**config.mk**
```make
export PLATFORM = sky130hd
export DESIGN_NAME = gdda_alu
export DESIGN_NICKNAME = d
export VERILOG_FILES = /design/src/design/gdda_pkg.sv /design/src/design/gdda_alu.sv
export SDC_FILE = /design/constraint.sdc
export NUM_CORES = 1
export LEC_CHECK = 0
export BUFFER_PORTS_ARGS = -buffer_cell sky130_fd_sc_hd__buf_2
export CORE_ASPECT_RATIO = 1.1
export CORE_MARGIN = 10
export CORE_UTILIZATION = 48
export CTS_CLUSTER_SIZE = 16
export DETAILED_ROUTE_END_ITERATION = 8
export GPL_ROUTABILITY_DRIVEN = 0
export PLACE_DENSITY = 0.67
export SYNTH_ARGS = -nofsm -noshare
export SYNTH_HDL_FRONTEND = slang
export SYNTH_SLANG_ARGS = --single-unit
```
**constraint.sdc**
```tcl
create_clock -name clock -period 4.7 [get_ports clock]
set_input_delay 0.235 -clock clock [delete_from_list [all_inputs] [get_ports clock]]
set_output_delay 0.235 -clock clock [all_outputs]
set_load 0.05 [all_outputs]
```
**src/design/gdda_pkg.sv**
```systemverilog
// ---------------------------------------------------------------------------
// gdda_pkg
// types, constants and helpers shared by the grid ray caster
// ---------------------------------------------------------------------------
package gdda_pkg;

   localparam int MAP_W     = 64;
   localparam int MAP_H     = 64;
   localparam int MAP_N     = MAP_W * MAP_H;
   localparam int MAP_AW    = $clog2(MAP_N);
   localparam int MAP_MAXD  = (MAP_W > MAP_H) ? MAP_W : MAP_H;
   localparam int CW        = ($clog2(MAP_MAXD) + 2 > 8) ? $clog2(MAP_MAXD) + 2 : 8;
   localparam int LW        = CW + 17;
   localparam int GW        = 12;
   localparam int GUARD_MAX = MAP_W + MAP_H + 2;
   localparam int RW        = 34;

   localparam logic [63:0] DD_INF   = 64'h4000_0000_0000_0000;
   localparam logic [63:0] TWO_32   = 64'h0000_0001_0000_0000;
   localparam logic [23:0] DIST_MAX = 24'hFF_FFFF;
   localparam logic [16:0] ONE_Q16  = 17'h1_0000;

   localparam logic [2:0] REG_PLAYER_X = 3'd0;
   localparam logic [2:0] REG_PLAYER_Y = 3'd1;
   localparam logic [2:0] REG_DIR_X    = 3'd2;
   localparam logic [2:0] REG_DIR_Y    = 3'd3;
   localparam logic [2:0] REG_PLANE_X  = 3'd4;
   localparam logic [2:0] REG_PLANE_Y  = 3'd5;
   localparam logic [2:0] REG_SCREEN_W = 3'd6;

   localparam logic CMD_WRITE = 1'b0;
   localparam logic CMD_CAST  = 1'b1;

   localparam logic [1:0] FACE_XF = 2'd0;
   localparam logic [1:0] FACE_YF = 2'd1;
   localparam logic [1:0] FACE_XB = 2'd2;
   localparam logic [1:0] FACE_YB = 2'd3;

   typedef logic signed [CW-1:0] coord_type;

   typedef enum logic [3:0] {
      ST_CLR, ST_IDLE, ST_CAM, ST_MX, ST_MY, ST_CK0, ST_DX, ST_DY,
      ST_SX, ST_SY, ST_STEP, ST_WCK, ST_DIST, ST_FIN
   } state_type;

   typedef enum logic {
      ALU_MUL,
      ALU_DIV
   } alu_op_type;

   typedef struct packed {
      logic        command;
      logic [5:0]  cell_x;
      logic [5:0]  cell_y;
      logic        cell_is_wall;
      logic [11:0] column;
   } req_type;

   typedef struct packed {
      logic [1:0]  hit_face;
      logic [23:0] wall_distance;
      logic [5:0]  hit_x;
      logic [5:0]  hit_y;
      logic        escaped;
   } rsp_type;

   typedef struct packed {
      logic        start;
      alu_op_type  op;
      logic [63:0] a;
      logic [63:0] b;
   } alu_req_type;

   typedef struct packed {
      logic        done;
      logic [63:0] result;
   } alu_rsp_type;

   function automatic logic coord_out(coord_type c, int lim);
      return (c < 0) || (c >= coord_type'(lim));
   endfunction

   function automatic logic [MAP_AW-1:0] map_addr(coord_type cx, coord_type cy);
      return MAP_AW'(MAP_AW'(cy) * MAP_AW'(MAP_W) + MAP_AW'(cx));
   endfunction

endpackage

```
**src/design/gdda_alu.sv**
```systemverilog
// ---------------------------------------------------------------------------
// gdda_alu
// shared 64-bit shift-add multiplier and restoring divider, one bit a cycle
// ---------------------------------------------------------------------------
module gdda_alu (
   input  logic                  clock,
   input  logic                  reset,
   input  gdda_pkg::alu_req_type alu_req,
   output gdda_pkg::alu_rsp_type alu_rsp
);

   logic                 busy_ff, busy_in;
   logic                 done_ff, done_in;
   gdda_pkg::alu_op_type op_ff, op_in;
   logic [5:0]           cnt_ff, cnt_in;
   logic [63:0]          acc_ff, acc_in;
   logic [63:0]          opa_ff, opa_in;
   logic [63:0]          opb_ff, opb_in;
   logic [64:0]          rem;
   logic [64:0]          diff;
   logic                 ge;

   assign rem  = {acc_ff, opa_ff[63]};
   assign diff = rem - {1'b0, opb_ff};
   assign ge   = rem >= {1'b0, opb_ff};

   always_comb begin
      busy_in = busy_ff;
      done_in = 1'b0;
      op_in   = op_ff;
      cnt_in  = cnt_ff;
      acc_in  = acc_ff;
      opa_in  = opa_ff;
      opb_in  = opb_ff;
      if (!busy_ff) begin
         if (alu_req.start) begin
            busy_in = 1'b1;
            op_in   = alu_req.op;
            cnt_in  = 6'd63;
            acc_in  = '0;
            opa_in  = alu_req.a;
            opb_in  = alu_req.b;
         end
      end else begin
         case (op_ff)
            gdda_pkg::ALU_MUL: begin
               acc_in = acc_ff + (opb_ff[0] ? opa_ff : 64'd0);
               opa_in = {opa_ff[62:0], 1'b0};
               opb_in = {1'b0, opb_ff[63:1]};
            end
            gdda_pkg::ALU_DIV: begin
               acc_in = ge ? diff[63:0] : rem[63:0];
               opa_in = {opa_ff[62:0], ge};
            end
            default: ;
         endcase
         cnt_in = cnt_ff - 6'd1;
         if (cnt_ff == 6'd0) begin
            busy_in = 1'b0;
            done_in = 1'b1;
         end
      end
   end

   always_ff @(posedge clock) begin
      if (reset) begin
         busy_ff <= 1'b0;
         done_ff <= 1'b0;
      end else begin
         busy_ff <= busy_in;
         done_ff <= done_in;
      end
      op_ff  <= op_in;
      cnt_ff <= cnt_in;
      acc_ff <= acc_in;
      opa_ff <= opa_in;
      opb_ff <= opb_in;
   end

   assign alu_rsp.done   = done_ff;
   assign alu_rsp.result = (op_ff == gdda_pkg::ALU_MUL) ? acc_ff : opa_ff;

endmodule

```
== Yosys cells after proc, flatten, opt, wreduce, memory -nomap -nowiden ==
Index checks and enable logic that the tools add are counted.
Storage, ports and cells
  memories kept: 0
  bits in latches: 0
  flip-flop bits (word level): 201
  memory bits (read-only): 0
  bits in writable memories: 0
Operators by class
  equality and inequality tests: 1
  shift operators: 0
  divide/modulo/power cells: 0
  $add $sub $neg: 3
  bitwise logic cells: 2
  reductions and logical operators: 5
  multipliers: 0
  order comparisons: 1
  muxes and demuxes: 18
Operators with widths (count)
  two-way mux 64 bit: 10
  case mux 64 bit (2 select lines): 2
  greater-or-equal comparator 65 x 64 -> 1 bit: 1
  adder 64 bit: 1
  subtractor 64 bit: 1
  two-way mux 6 bit: 2
  zero test 6 bit: 1
  subtractor 6 x 1 -> 6 bit, second input constant: 1
  two-way mux 1 bit: 4
  AND reduction 2 bit: 2
  != test 2 bit, second input constant: 1
  NOT 1 bit: 2
  nonzero test 2 bit: 1
  OR reduction 2 bit: 1

== Longest topological paths before layout ==
Gate-level depths: netlist (run 1).
  depth in word-level cells: 4
  depth in mapped cells: 17
  depth with buffers taken out: 15

== Least setup slack after synthesis (run 1) ==
No wires, ideal clock.
  path type: reg-to-reg
  start: register busy_ff
  end: register acc_ff[0], enable pin
  library setup time: 0.487 ns
  cell stages (with the launch flop): 6
  required time: 4.213 ns
  path buffers: 3
  slack: 0.512 ns
  data arrival time: 3.701 ns
  cells stage by stage: dfxtp_1 > clkbuf_1 > clkbuf_1 > clkbuf_1 > nor2_1 > inv_1
On the way
  cells in the longest elaborated chain, start to end: 1
Ends and longest elaborated chain
  from (decl): RTL line gdda_alu.sv:12  | logic busy_ff, busy_in;
  from (signal assigned): RTL line gdda_alu.sv:70  | busy_ff <= busy_in;
  nonzero test 2 bit (no source line)
  to (signal assigned): RTL line gdda_alu.sv:75  | acc_ff <= acc_in;
  to (decl): RTL line gdda_alu.sv:16  | logic [63:0] acc_ff, acc_in;
Every way passes these cells.
A chain may end at the register's enable or synchronous reset.

== Final worst setup path (run 1) ==
  start: register opb_ff[0]
  end: register acc_ff[63], data pin
On the way
  cells in the longest elaborated chain, start to end: 4
  elaborated cells on any way between the ends: 7
  those cells by class: add/sub: 2; order compare: 1; mux: 4
Ends and longest elaborated chain
  from (decl): RTL line gdda_alu.sv:18  | logic [63:0] opb_ff, opb_in;
  from (signal assigned): RTL line gdda_alu.sv:77  | opb_ff <= opb_in;
  subtractor 64 bit, or another cell as far along: RTL line gdda_alu.sv:24  | assign diff = rem - {1'b0, opb_ff};
  two-way mux 64 bit or adder 64 bit (tied branches): RTL line gdda_alu.sv:52, gdda_alu.sv:47
  case mux 64 bit (2 select lines) *: RTL line gdda_alu.sv:45  | case (op_ff)
  two-way mux 64 bit *: RTL line gdda_alu.sv:35  | if (!busy_ff) begin
Mark *: on every way between the ends. The rest lies on a longest branch, timed or not.

==> out/results.ini, run 1 <==
[final_layout]
drive_gt1_frac=0.223
fin_cells=2711
multi_input_area_um2=11300
insertedDiodeCount=0
final_util=0.576
seqCellArea_um2=6020
nNetsFinal=2464
area_growth_syn_to_layout_pct=18.5
nFillCells=3317

[yosys]
yosysMostFrequentCell=mux2_2
synth_common_cells=mux2_2, edfxtp_1, a21oi_1
syn-num-nets=2204
synth_area_um2=18100
synth_edf_count=199
ys_seq_area_frac=0.333
synthFlopType=edfxtp_1
yosys_warnings=0
synth_top_area_frac=0.330
synth_cells=1940
ys_top_cells_by_area=edfxtp_1, mux2_2, ha_1
yosys.area.top_type=edfxtp_1
synthDistinctLibCells=85
avgSynthCellArea_um2=9.32
async_flop_share=0
synth-seq-cells=201

[global_routing]
overflow=0
grt_first_pass_wirelength_um=87200
antenna_found_initial=0
grt_pass1_vias=15700
grt_max_degree=152
track_usage=0.233

[routing]
ant_nets=0
drtIter0Drc=1464
wirelength_um=55500
routedWlPerCell_um=20.5
dr.pass1.iters=5
via_per_inst=5.91
drc_errors=0
vias=16000

[cts]
clockBufferDepth=3
clkTransAtPathRegs_ps=70
cts_tree=done
clock_latency_ps=550
cts_made_buffers=24
cts_root_buf=clkbuf_16
h-tree-depth=1
cts_setup_buffers=0
cts_sinks=201

[sta]
rsz0062_at_grt=no
slew_headroom=0.455
finalSetupViolCount=0
fin_setup_tns_ps=0
period_needed_ps=4170
maxSlewViolCount=0
skew_ps=15.5
setup_ws_ps=525
finalCritPeriodShare=0.888
max_freq_ghz=0.240
worst_pin_slew_ps=818
finalHoldViolations=0

[floorplan]
row_count=74
fp.coreArea_um2=37200
io_pins=197
initial_core_util=0.486
die_w_um=205
die_area_um2=45900
die_h_um=224

[power_and_ir_drop]
powerDensity_nw_per_um2=374
leakage_uw=0.00901
irDropWorstVdd_mv=0.329

[flow_run]
cap_violations=0

[worst_setup_path]
critical_path_required_ps=4970
worstPathArrival_ps=4450
endpoint_kind=flip-flop
crit_fanout=19
critPathKind=flip-flop to flip-flop
cp-start-kind=flip-flop

[placement]
dp_hpwl_um=41400
io_buffers=196
dp_cells=2548
preCtsSetupSlack_ps=603

[outcome]
status=finished, final reports clean

[min_path]
worstHoldPathType=input pin to flip-flop

[area by class of cell]
type	instances	share of cell area
clock buffers	35	0.0319
clock inverters	8	0.00449
inverters	103	0.0181
multi-input cells	1534	0.525
flip-flops and latches	201	0.281
well taps	494	0.0288
repair buffers	336	0.111
[critical path, cell delays in order, from the launching register on]
cell       delay (ps)
edfxtp_1          380
buf_4             220
buf_4             210
and2_1            180
ha_1              420
nand4_1           180
or3_1             400
nor3_1            340
o211ai_1          320
a2111oi_2         470
a2111oi_2         150
o21ai_0           200
o41ai_1           100
o31ai_1           260
a21oi_1            70
[power by group]
| part | switching (µW) | total [µW] | internal (µW) |
|---|---|---|---|
| clock | 801 | 1920 | 1120 |
| combinational | 2190 | 3640 | 1440 |
| sequential | 219 | 2460 | 2240 |
[state kept, by name, indices dropped and copies added, names as in the netlist]
register  cells
opa_ff       64
cnt_ff        6
done_ff       1
op_ff         1
acc_ff       64
opb_ff       64
busy_ff       1
[placed cells by master (no fill, tap or decap), types with 6 or more instances in the layout]
cell type	Yosys	layout
nand3_1	35	35
and3_1	17	17
a21oi_1	194	194
a31oi_1	12	12
nand4_1	30	30
o31ai_1	9	9
a211oi_1	22	22
nand2_1	133	133
ha_1	130	130
edfxtp_1	199	199
xnor2_1	61	61
clkbuf_16	0	25
o211a_1	8	8
a211oi_2	7	7
o21bai_1	17	17
clkbuf_1	80	8
nor3_1	33	33
buf_2	13	196
o21ai_0	94	94
or3_1	7	7
nor4_1	6	6
o21a_1	25	25
mux2_2	207	207
buf_4	3	16
a21boi_0	6	6
dlygate4sd3_1	0	120
o21ai_1	9	9
nor2b_1	21	21
nand2b_1	16	15
mux2i_1	10	10
xor2_1	52	52
inv_1	101	100
a21o_1	52	52
nor2_1	132	132
and2_1	67	67
o211ai_1	24	24
nor3b_1	8	8
o22ai_1	8	8
[logic make-up (layout without fill, tap and decap cells)]
family	after synthesis	in the layout	share of synthesized area
AND/OR/NAND/NOR	526	526	0.144
AO/OA/AOI/OAI	546	546	0.196
adder cells (fa/ha/maj)	132	132	0.0921
multiplexers	217	217	0.134
XOR/XNOR	113	113	0.0547
buffers and inverters	205	482	0.0461
flip-flops	201	201	0.333
[per-layer routing]
layer  wire length (µm)  global-route usage  up-vias
li1                   -                   -     7702
met1              25300               0.332     7521
met2              24200               0.357      701
met3               4640              0.0400       96
met4               1340              0.0586        0
met5                  0                   0        -
[metrics by stage]
stage	instance area, µm²	hold slack, ps	total power [µW]
after floorplan	18100	312	5120
after global placement	19500	413	5940
after detailed placement	19500	422	5980
after CTS	21400	3.80	7990
after global routing	21400	12.9	8460
final	21400	17.0	8020
[final timing paths]
kind	start	to	slack (ps)	cells after the start
worst max register to register	opb_ff[0]$_DFFE_PP_	acc_ff[63]$_SDFFCE_PN0P_	530	14
worst min-delay path	alu_req[123]	opa_ff[59]$_DFFE_PP_	20	2
worst min register to register	cnt_ff[2]$_SDFFCE_PN1P_	done_ff$_SDFF_PP0_	550	1
worst max-delay path	opb_ff[0]$_DFFE_PP_	acc_ff[63]$_SDFFCE_PN0P_	530	14
[repair_timing]
action,CTS,global route
endpoints found under the hold margin,121,0
hold buffers,120,0
gates resized for setup,0,0
No activity file was read; power rests on OpenSTA's default activity.
==> run 2: changes to the inputs <==
- CORE_MARGIN: 10 -> 8
- PLACE_DENSITY: 0.67 -> 0.7
- clock period: 4.7 -> 3.5 ns (I/O delays scaled with it)
==> run 2 against run 1 <==
  * The run now ends with negative setup slack left
  * Via count increased by 18%
  * Non-clock buffer count is 425 higher
  * Fmax is 12% higher
  * First-iteration DRC count is 17% higher
  * Flip-flop and latch count stayed put
  * Total power is 62% higher
  * Critical path type unchanged
  * Highest routed layer unchanged
==> out/results.ini, run 2 (same netlist as run 1, synthesis figures left out) <==
[routing]
via_per_inst=6.01
wirelength_um=67100
dr.pass1.iters=6
drc_errors=0
ant_nets=0
vias=18900
routedWlPerCell_um=21.4
drtIter0Drc=1719

[final_layout]
area_growth_syn_to_layout_pct=46.6
layout_common_cells=buf_4, mux2_2, edfxtp_1
top_regs=acc_ff x64, opa_ff x64, opb_ff x64
drive_gt1_frac=0.423
final_util=0.714
final_common_cell=buf_4
nFillCells=2515
nNetsFinal=2890

[worst_setup_path]
critPathBufInv=4
cp-start-kind=flip-flop
cp_common_cell=a21oi_2
critPathKind=flip-flop to flip-flop
cp_top_family=compound AO/OA/AOI/OAI gates
r2r_start=opb_ff[0]$_DFFE_PP_
r2r_slack_ps=-230
regToRegEndpoint=acc_ff[54]$_SDFFCE_PN0P_
slowest_stage=or3b_4
endpoint_kind=flip-flop
critical_path_required_ps=3910
critical_path.cell_chain=buf_6 > buf_12 > buf_16 > and2_4 > ha_4 > buf_6 > nand3_4 > or2_4 > or3b_4 > a31oi_4 > o21ai_4 > o21a_1 > a21oi_2 > a21oi_2 > o211a_1 > a211o_1 > a21oi_2
slowest_delay_ps=410
crit_fanout=5
worstPathArrival_ps=4140
crit_start=opb_ff[0]$_DFFE_PP_
r2r_cells=17

[cts]
cts_sinks=201
clock_latency_ps=570
cts_tree=done
clockBufferDepth=3
cts_made_buffers=25
h-tree-depth=1
cts_root_buf=clkbuf_16
clkTransAtPathRegs_ps=70

[sta]
finalCritPeriodShare=1.07
worst_pin_slew_ps=896
setup_ws_ps=-229
finalSetupViolCount=22
period_needed_ps=3730
finalHoldViolations=0
skew_ps=17.6
rsz0062_at_grt=yes
slew_headroom=0.403
fin_hold_ws_ps=53.8
max_freq_ghz=0.268
maxSlewViolCount=0

[power_and_ir_drop]
powerDensity_nw_per_um2=490
switchingPower_uw=5190
leakage_uw=0.0115
pwr-share-seq=0.250
irDropWorstVdd_mv=0.431
clkPwrFrac=0.202
p_int_uw=7820
comb_power_share=0.547
switching_share=0.399

[global_routing]
grt_max_degree=152
track_usage=0.272
top_usage_layer=met2
use_met2=0.450
antenna_found_initial=0
grtUsageMet1=0.360
met3_usage=0.0425
grt_first_pass_wirelength_um=98700
overflow=0
grt_pass1_vias=18500

[floorplan]
die_w_um=201
die_h_um=220
initial_core_util=0.487
row_count=74
io_pins=197
fp.coreArea_um2=37100
die_area_um2=44200

[min_path]
hold_depth=2
holdPathEnd=op_ff$_DFFE_PP_
hp-start=alu_req[129]
worstHoldPathType=input pin to flip-flop

[placement]
dp_hpwl_um=44600
io_buffers=196

[outcome]
violations=negative setup slack
status=complete, but fails checks

[flow_run]
cap_violations=0

-- run 2: cell count changes in the layout (fill, tap and decap cells not counted), sizes merged --
cell | previous run | this run
inv | 103 | 102
diode | 0 | 1
clkinv | 4 | 13
clkbuf | 35 | 30
buf | 216 | 628
clkinvlp | 2 | 1
bufinv | 2 | 3
dlygate4sd3 | 120 | 131
-- run 2: worst max path at each step --
stage	end	slack, ps	cells past startpoint
after floorplan	acc_ff[60]$_SDFFCE_PN0P_	8	15
after global placement	acc_ff[59]$_SDFFCE_PN0P_	-360	15
after detailed placement	acc_ff[63]$_SDFFCE_PN0P_	-410	14
after CTS	acc_ff[60]$_SDFFCE_PN0P_	-200	19
after global routing	acc_ff[42]$_SDFFCE_PN0P_	-350	18
final	acc_ff[54]$_SDFFCE_PN0P_	-230	17
-- run 2: power by group through the flow --
stage	registers (µW)	clock network, µW	logic, µW
2_1_floorplan	3210	0	3670
4_1_cts	3240	2640	6270
3_5_place_dp	3290	0	5650
5_1_grt	3280	2720	7540
3_3_place_gp	3280	0	5540
6_report	3260	2630	7120
-- run 2: cell type report --
type                       count  area [µm²]  area share
multi-input combinational   1534       12800       0.482
sequential                   201        6020       0.227
antenna                        1        2.50   0.0000943
timing repair buffer         761        5920       0.223
tap                          494         618      0.0233
clock inverter                16         159     0.00599
inverter                     103         390      0.0147
clock buffer                  28         637      0.0240
-- run 2: stage by stage --
stage	instance area, µm²	total power, µW	instances	setup slack [ps]	setup TNS (ps)
2_1_floorplan	18100	6880	1940	8.23	0
3_3_place_gp	22000	8820	2888	-355	-4290
3_5_place_dp	22000	8940	2888	-405	-8970
4_1_cts	25200	12100	3103	-201	-1940
5_1_grt	26500	13500	3137	-345	-6530
6_report	26500	13000	3138	-229	-2190
-- run 2: layer usage --
metal	share of wire	wire, µm
met2	0.47	31300
met5	0	0
met3	0.090	6020
met4	0.037	2480
met1	0.41	27300
-- run 2: timing repair --
action,CTS,global route
setup buffers,36,39
endpoints found under the setup margin,62,65
cloned,5,2
pin swaps,63,116
gates resized for setup,125,225
hold buffers,131,0
endpoints found under the hold margin,131,0
-- run 2: worst register-to-register path, cell delays in order (launching register included) --
cell	delay, ps
edfxtp_1	380
buf_6	160
buf_12	130
buf_16	130
and2_4	160
ha_4	310
buf_6	120
nand3_4	80
or2_4	270
or3b_4	410
a31oi_4	240
o21ai_4	110
o21a_1	220
a21oi_2	210
a21oi_2	80
o211a_1	200
a211o_1	250
a21oi_2	120
